===== config.mk =====
export PLATFORM = sky130hd
export DESIGN_NAME = mvt_out_stage
export DESIGN_NICKNAME = d
export VERILOG_FILES = /design/src/hdl/mat4_vector_transform_assert.svh /design/src/hdl/mvt_pkg.sv /design/src/hdl/mvt_out_stage.sv
export SDC_FILE = /design/constraint.sdc
export NUM_CORES = 1
export LEC_CHECK = 0
export BUFFER_PORTS_ARGS = -buffer_cell sky130_fd_sc_hd__clkbuf_2
export CORE_AREA = 5 5 152 154
export CTS_BUF_LIST = sky130_fd_sc_hd__clkbuf_8
export DETAILED_ROUTE_END_ITERATION = 6
export DIE_AREA = 0 0 157 159
export PLACE_DENSITY_LB_ADDON = 0.2
export SYNTH_ARGS = -nofsm -noshare
export SYNTH_HDL_FRONTEND = slang
export SYNTH_SLANG_ARGS = --single-unit

===== constraint.sdc =====
create_clock -name clk -period 1.4 [get_ports clk]
set_clock_uncertainty 0.05 [all_clocks]
set_input_delay 0.07 -clock clk [delete_from_list [all_inputs] [get_ports clk]]
set_output_delay 0.07 -clock clk [all_outputs]
set_load 0.05 [all_outputs]

===== src/hdl/mat4_vector_transform_assert.svh =====
// ----------------------------------------------------------------------------
// Assertion macros for the 4x4 matrix-vector transform
// Shared property shapes; every check is clocked on clk and disabled in reset.
// ----------------------------------------------------------------------------
`ifndef MAT4_VECTOR_TRANSFORM_ASSERT_SVH
`define MAT4_VECTOR_TRANSFORM_ASSERT_SVH

// Same-cycle implication.
`define MVT_ASSERT_IMP(lbl, ante, cons, msg) \
  lbl: assert property (@(posedge clk) disable iff (!rst_n) (ante) |-> (cons)) \
    else $error(msg);

// Implication with a delay set by the argument n.
`define MVT_ASSERT_DLY(lbl, ante, n, cons, msg) \
  lbl: assert property (@(posedge clk) disable iff (!rst_n) (ante) |-> ##n (cons)) \
    else $error(msg);

`endif


===== src/hdl/mvt_pkg.sv =====
// ----------------------------------------------------------------------------
// mvt_pkg
// Widths, constants and shared types of the matrix-vector transform.
// ----------------------------------------------------------------------------
`default_nettype none

package mvt_pkg;

  localparam int FRAC_BITS = 16;
  localparam int MAX_DIM   = 4;
  localparam int DIM_DEF   = 4;
  localparam int VEC_W     = 32;
  localparam int PROD_W    = 2 * VEC_W;
  // Four full products summed exactly need two extra bits.
  localparam int ACC_W     = PROD_W + 2;
  localparam int CFG_W     = 64;
  localparam int CFG_IDX_W = 4;

  localparam logic [VEC_W-1:0] FIX_ONE = VEC_W'(1) << FRAC_BITS;
  localparam logic [VEC_W-1:0] SAT_MAX = {1'b0, {(VEC_W-1){1'b1}}};
  localparam logic [VEC_W-1:0] SAT_MIN = {1'b1, {(VEC_W-1){1'b0}}};

  typedef struct packed {
    logic                 we;
    logic [CFG_IDX_W-1:0] index;
    logic [CFG_W-1:0]     data;
  } cfg_wr_t;

  // Register 2*row holds columns 0 and 1, register 2*row+1 columns 2 and 3.
  function automatic logic [CFG_IDX_W-1:0] reg_index(input int row, input int col);
    return CFG_IDX_W'(2 * row + (col >> 1));
  endfunction

endpackage

`default_nettype wire


===== src/hdl/mvt_out_stage.sv =====
// ----------------------------------------------------------------------------
// mvt_out_stage
// Floor shift by the fraction width, saturation and the result register.
// ----------------------------------------------------------------------------
`default_nettype none

module mvt_out_stage import mvt_pkg::*; #(
  parameter int DIM = DIM_DEF
) (
  input  wire logic                          clk,
  input  wire logic                          rst_n,
  input  wire logic                          valid_i,
  input  wire logic [DIM-1:0][ACC_W-1:0]     acc_i,
  output logic                               valid_o,
  output logic [MAX_DIM-1:0][VEC_W-1:0]      res_o,
  output logic                               sat_o
);

  logic [MAX_DIM-1:0][VEC_W-1:0] res_nxt;
  logic [MAX_DIM-1:0]            clamp_nxt;
  logic [MAX_DIM-1:0][VEC_W-1:0] res_r;
  logic                          sat_r;
  logic                          valid_r;

  for (genvar r = 0; r < MAX_DIM; r++) begin : g_row
    if (r < DIM) begin : g_live
      logic signed [ACC_W-1:0] shf;
      logic                    fits;
      assign shf  = $signed(acc_i[r]) >>> FRAC_BITS;
      // The value fits when every bit above bit 30 equals the sign.
      assign fits = (&shf[ACC_W-1:VEC_W-1]) | ~(|shf[ACC_W-1:VEC_W-1]);
      assign res_nxt[r]   = fits ? shf[VEC_W-1:0] : (shf[ACC_W-1] ? SAT_MIN : SAT_MAX);
      assign clamp_nxt[r] = ~fits;
    end else begin : g_unused
      assign res_nxt[r]   = '0;
      assign clamp_nxt[r] = 1'b0;
    end
  end

  always_ff @(posedge clk) begin
    if (!rst_n) begin
      valid_r <= 1'b0;
    end else begin
      valid_r <= valid_i;
    end
  end

  always_ff @(posedge clk) begin
    if (valid_i) begin
      res_r <= res_nxt;
      sat_r <= |clamp_nxt;
    end
  end

  assign valid_o = valid_r;
  assign res_o   = res_r;
  assign sat_o   = sat_r;

endmodule

`default_nettype wire


==> results of run 1 <==
## path summary, 6_finish.rpt
path | startpoint | endpoint | slack (ns) | cells after the start
worst max-delay path | acc_i[65] | res_o[8] | 0.12 | 7
worst min-delay path | valid_i | res_o[90] | 0.13 | 2
## per-layer routing
layer	track usage (%)	share of wire (%)	up-vias
met5	0	0	-
met3	5.083	9.7	25
li1	-	-	2358
met4	5.049	2.3	0
met2	25.51	51	231
met1	15.13	37	2322
## logic make-up (layout without fill, tap and decap cells)
| family | count (synthesis) | count (layout) | synth area share [%] |
|---|---|---|---|
| AO/OA/AOI/OAI | 132 | 132 | 19.98 |
| flip-flops | 130 | 130 | 69.08 |
| AND/OR/NAND/NOR | 54 | 54 | 6.082 |
| buffers and inverters | 28 | 529 | 4.861 |
## critical path, delay by kind of cell
family | cells | cell delay [ns]
AND/OR/NAND/NOR | 3 | 0.77
AO/OA/AOI/OAI | 2 | 0.29
buffers and inverters | 2 | 0.28
## sequential cells by signal, summed over array words and instances (netlist names)
register,count
valid_o,1
res_o,128
sat_o,1
## placed cells by master, fill, tap and decap left out
| master | synthesis | layout |
|---|---|---|
| clkbuf_2 | 0 | 331 |
| dlygate4sd3_1 | 3 | 129 |
| edfxtp_1 | 129 | 129 |
| a21o_2 | 85 | 85 |
| a21o_1 | 39 | 39 |
| buf_4 | 3 | 24 |
| nand4_1 | 21 | 21 |
| clkbuf_8 | 0 | 17 |
| buf_12 | 0 | 13 |
| nor2_1 | 8 | 8 |
| nor4_1 | 16 | 7 |
| nor4_2 | 4 | 7 |
| nor4_4 | 0 | 6 |
| and3_1 | 4 | 4 |
| a31o_2 | 4 | 4 |
| a311oi_4 | 0 | 4 |
| bufinv_16 | 0 | 4 |
| clkinvlp_4 | 0 | 4 |
| clkinv_4 | 0 | 3 |
| clkinv_1 | 0 | 2 |
| and2_1 | 1 | 1 |
| inv_1 | 0 | 1 |
| clkinv_2 | 0 | 1 |
| dfxtp_1 | 1 | 1 |
## power groups by stage
stage	Clock (uW)	Combinational, uW	Sequential [uW]
6_report	3460	2450	4700
2_1_floorplan	0	264	5860
3_3_place_gp	0	2150	4790
4_1_cts	3590	2460	4710
5_1_grt	3800	2570	4730
3_5_place_dp	0	2160	4790
## area by class of cell
type                       count  area share [%]
sequential                   130           40.19
clock buffer                  17           2.415
clock inverter                15           1.989
tap                          280           3.616
multi-input combinational    186           16.82
timing repair buffer         497           34.97
## timing repair
| item | CTS | global route |
|---|---|---|
| endpoints found under the setup margin | 0 | 0 |
| endpoints found under the hold margin | 129 | 0 |
| hold buffers | 129 | 0 |
## metrics by stage
stage | setup WS (ns) | std cells | setup TNS, ns
final | 0.1205 | 1125 | 0
after global routing | 0.02382 | 1125 | 0
after detailed placement | -0.3366 | 964 | -37.30
after CTS | 0.1102 | 1125 | 0
after global placement | -0.2939 | 964 | -30.60
after floorplan | -0.006319 | 344 | -0.5134
==> impl_metrics.env, run 1 <==
export IMPL_port_buffers=332
export IMPL_cp_data_required_time_ns=1.54
export IMPL_initial_core_util_pct=26.15
export IMPL_wl_per_cell_um=15.75
export IMPL_die_h_um=159
export IMPL_clockRootBuffer="clkbuf_8"
export IMPL_p_total_uw=10610
export IMPL_async_reset_ff_share_pct=0
export IMPL_holdWs_ns=0.1292
export IMPL_routed_wl_um=17720
export IMPL_multi_input_area_um2=1629
export IMPL_timing_final_crit_share_pct=91.39
export IMPL_slew_viol_final=0
export IMPL_hold_class="in -> reg"
export IMPL_cp_arrival_ns=1.42
export IMPL_synth_edff_count=129
export IMPL_final_area_um2=9688
export IMPL_synth_top_area_share_pct=68.72
export IMPL_grt_pass1_vias=5583
export IMPL_htree_levels=4
export IMPL_power_density_nw_per_um2=1095
export IMPL_post_route_util_pct=44.95
export IMPL_ant_nets=0
export IMPL_syn_nets=611
export IMPL_dp_hpwl_um=12800
export IMPL_yosysSeqAreaShare_pct=69.08
export IMPL_area_delta_synth_final_pct=71.88
export IMPL_status="finished clean"
export IMPL_hold_viol=0
export IMPL_slew_headroom_pct=66.20
export IMPL_crit_path_end_kind="flip-flop"
export IMPL_seq_power_share_pct=44.3
export IMPL_combPwrFrac_pct=23.1
export IMPL_switchingPower_uw=3224
export IMPL_drt_iter0_drc=165
export IMPL_avgSynthCellArea_um2=16.39
export IMPL_die_x_um=157
export IMPL_dpl_cell_area_um2=7970
export IMPL_grt_max_degree=68
export IMPL_core_area_um2=21550
export IMPL_rows=54
export IMPL_seqCellArea_um2=3894
export IMPL_period_needed_ns=1.280
export IMPL_netlist_instances=344
export IMPL_synth_area_leaders="edfxtp_1 (69%), a21o_2 (13%), a21o_1 (5.2%)"
export IMPL_cts_setup_buffers=0
export IMPL_crit_path_max_incr_delay_ns=0.31
export IMPL_cts_buffers=17
export IMPL_cts_tree="built"
export IMPL_critPathMaxFanout=31
export IMPL_globalplace_congestion=0.8419
export IMPL_critical_path_class="in -> reg"
export IMPL_grt_use_total_pct=14.17
export IMPL_avgViaCountPerCell=4.388
export IMPL_max_cap_violations=0
export IMPL_clk_pin_slew_ns=0.08
export IMPL_rsz0062_at_grt="no"
export IMPL_ys_warn_count=0
export IMPL_ys_ff_latch=130
export IMPL_n_fill_cell=1972
export IMPL_yosys_most_used_dff="edfxtp_1"
export IMPL_antenna_found_initial=0
export IMPL_setup_viol=0
export IMPL_yosysTopAreaCell="edfxtp_1"
export IMPL_syn_area_um2=5637
export IMPL_drive_gt1_share_pct=59.53
export IMPL_path_cells="clkbuf_2, nor4_1, nand4_1, nor4_2, a311oi_4, buf_12, a21o_2"
export IMPL_ir_worst_vdd_v=0.0004799
export IMPL_internal_power_uw=7384
export IMPL_via_count=4936
export IMPL_ys_types=18
export IMPL_num_antenna_cells=0
export IMPL_p_clk_share_pct=32.6
export IMPL_clock_sinks=130
export IMPL_grt_pass1_wl_um=28130
export IMPL_final_nets=1099
export IMPL_yosysMostFrequentCell="edfxtp_1"
export IMPL_clk_path_buf_depth=2
export IMPL_yosys_top_cells_count="edfxtp_1 (129), a21o_2 (85), a21o_1 (39)"
export IMPL_cpMaxStageDelayCell="nor4_1"
export IMPL_globalRouteOverflowTotal=0
export IMPL_die_area_um2=24960
export IMPL_fmax_mhz=781.6
export IMPL_post_cts_resized=0
export IMPL_crit_path_start_kind="input pin"
export IMPL_p_sw_share_pct=30.40
export IMPL_ios=397
export IMPL_firstDrtPassIters=4
export IMPL_tightest_slew_ns=0.5071
export IMPL_p_leak_uw=0.004508
export IMPL_drc=0
Note: power is estimated with default switching activity, not from simulation.
==> run 2: changes to the inputs <==
--- a/config.mk
+++ b/config.mk
@@ -11,6 +11,7 @@
 export DETAILED_ROUTE_END_ITERATION = 6
 export DIE_AREA = 0 0 157 159
 export PLACE_DENSITY_LB_ADDON = 0.2
+export REMOVE_ABC_BUFFERS = 1
 export SYNTH_ARGS = -nofsm -noshare
 export SYNTH_HDL_FRONTEND = slang
 export SYNTH_SLANG_ARGS = --single-unit
==> constraint.sdc (replaced) <==
create_clock -name clk -period 1.3 [get_ports clk]
set_clock_uncertainty 0.05 [all_clocks]
set_input_delay 0.065 -clock clk [delete_from_list [all_inputs] [get_ports clk]]
set_output_delay 0.065 -clock clk [all_outputs]
set_load 0.05 [all_outputs]
==> run 2 against run 1 <==
The flow now finishes with violations (negative setup slack); cell area shrank 0.61%; worst hold slack better by 0.14 ns; largest cell class unchanged; combinational power grew 7%; cell count up 0.62%; clock-buffer cell count did not move; critical endpoint is now res_o[10].
==> impl_metrics.env, run 2 (synthesized netlist as in run 1, its figures left out) <==
export IMPL_hold_viol=0
export IMPL_grt_pass1_vias=5494
export IMPL_violations="negative setup slack"
export IMPL_cp_data_required_time_ns=1.43
export IMPL_dp_cells=970
export IMPL_drc=0
export IMPL_cts_buffers=17
export IMPL_clk_pin_slew_ns=0.07
export IMPL_grt_use_total_pct=13.80
export IMPL_dp_hpwl_um=13040
export IMPL_core_area_um2=21550
export IMPL_fmax_mhz=769.1
export IMPL_initial_core_util_pct=26.15
export IMPL_routed_wl_um=17930
export IMPL_rows=54
export IMPL_final_cell_mix="clkbuf_2 (331), dlygate4sd3_1 (130), edfxtp_1 (129)"
export IMPL_n_fill_cell=1984
export IMPL_crit_path_end_kind="flip-flop"
export IMPL_power_density_nw_per_um2=1153
export IMPL_ir_worst_vdd_v=0.0005167
export IMPL_cts_tree="built"
export IMPL_clk_path_buf_depth=2
export IMPL_firstDrtPassIters=5
export IMPL_slew_viol_final=0
export IMPL_tightest_slew_ns=0.4739
export IMPL_ant_nets=0
export IMPL_timing_final_crit_share_pct=100.0
export IMPL_max_cap_violations=0
export IMPL_grt_pass1_wl_um=27370
export IMPL_largest_register_ffs=128
export IMPL_critical_path_class="in -> reg"
export IMPL_antenna_found_initial=1
export IMPL_die_area_um2=24960
export IMPL_final_setup_tns_ns=-0.0001846
export IMPL_p_leak_uw=0.004519
export IMPL_die_h_um=159
export IMPL_via_count=4949
export IMPL_status="complete, but fails checks"
export IMPL_final_common_cell="clkbuf_2"
export IMPL_crit_path_start_kind="input pin"
export IMPL_critPathMaxFanout=6
export IMPL_layout_setup_ws_ns=-0.0001846
export IMPL_port_buffers=332
export IMPL_cp_arrival_ns=1.43
export IMPL_grt_max_degree=32
export IMPL_avgViaCountPerCell=4.372
export IMPL_setup_viol=1
export IMPL_clock_sinks=130
export IMPL_area_delta_synth_final_pct=70.83
export IMPL_final_nets=1106
export IMPL_fin_cells=1132
export IMPL_drt_iter0_drc=166
export IMPL_htree_levels=4
export IMPL_hold_class="in -> reg"
export IMPL_globalRouteOverflowTotal=0
export IMPL_globalplace_congestion=0.7883
export IMPL_period_needed_ns=1.300
export IMPL_die_x_um=157
export IMPL_post_route_util_pct=44.68
export IMPL_ios=397
export IMPL_drive_gt1_share_pct=58.99
export IMPL_wl_per_cell_um=15.84
export IMPL_slew_headroom_pct=68.40
export IMPL_clockRootBuffer="clkbuf_8"
[run 2: power breakdown]
part           leakage [uW]  total, uW  internal [uW]  switching (uW)
clock              0.000191       3410           1840            1560
sequential          0.00127       5070           4970            98.3
combinational       0.00306       2620            915            1710
[run 2: cell type report]
type / instances / area, um2 / area share [%]
multi-input combinational: 186 / 1554 / 16.14
clock inverter: 14 / 147.6 / 1.533
tap: 280 / 350.3 / 3.638
clock buffer: 17 / 234.0 / 2.430
timing repair buffer: 504 / 3447 / 35.80
sequential: 130 / 3894 / 40.44
antenna: 1 / 2.502 / 0.02599
[run 2: stage by stage]
step / hold slack, ns / setup WS [ns] / power (uW) / cell area, um2
2_1_floorplan: 0.1139 / -1.229 / 6561 / 5363
3_3_place_gp: 0.2247 / -0.3607 / 7449 / 7910
3_5_place_dp: 0.2313 / -0.4321 / 7478 / 7910
4_1_cts: 0.2201 / 0.02575 / 11290 / 9593
5_1_grt: 0.2672 / -0.05828 / 11600 / 9629
6_report: 0.2715 / -0.0001846 / 11100 / 9629
[run 2: worst paths after layout]
path / start / end / depth (start not counted)
worst max-delay path: acc_i[54] / res_o[10] / 8
worst min-delay path: acc_i[263] / res_o[103] / 5
[run 2: routing by layer]
metal	vias up	track usage (%)	routed length (um)
li1	2375	-	-
met1	2339	14.48	6547
met2	210	25.33	9460
met3	25	4.376	1514
met4	0	5.325	408
met5	-	0	0
[run 2: worst max-delay path: stages]
cell,delay (ns)
clkbuf_2,0.09
nor4_1,0.30
nand4_1,0.17
nor4_2,0.19
buf_4,0.18
a311oi_4,0.06
buf_4,0.20
a21o_2,0.19
[run 2: repair_timing]
| item | in CTS | in global routing |
|---|---|---|
| endpoints found under the hold margin | 149 | 0 |
| buffers inserted | 0 | 0 |
| hold buffers | 130 | 0 |
| gates resized for setup | 0 | 5 |
| endpoints found under the setup margin | 0 | 13 |
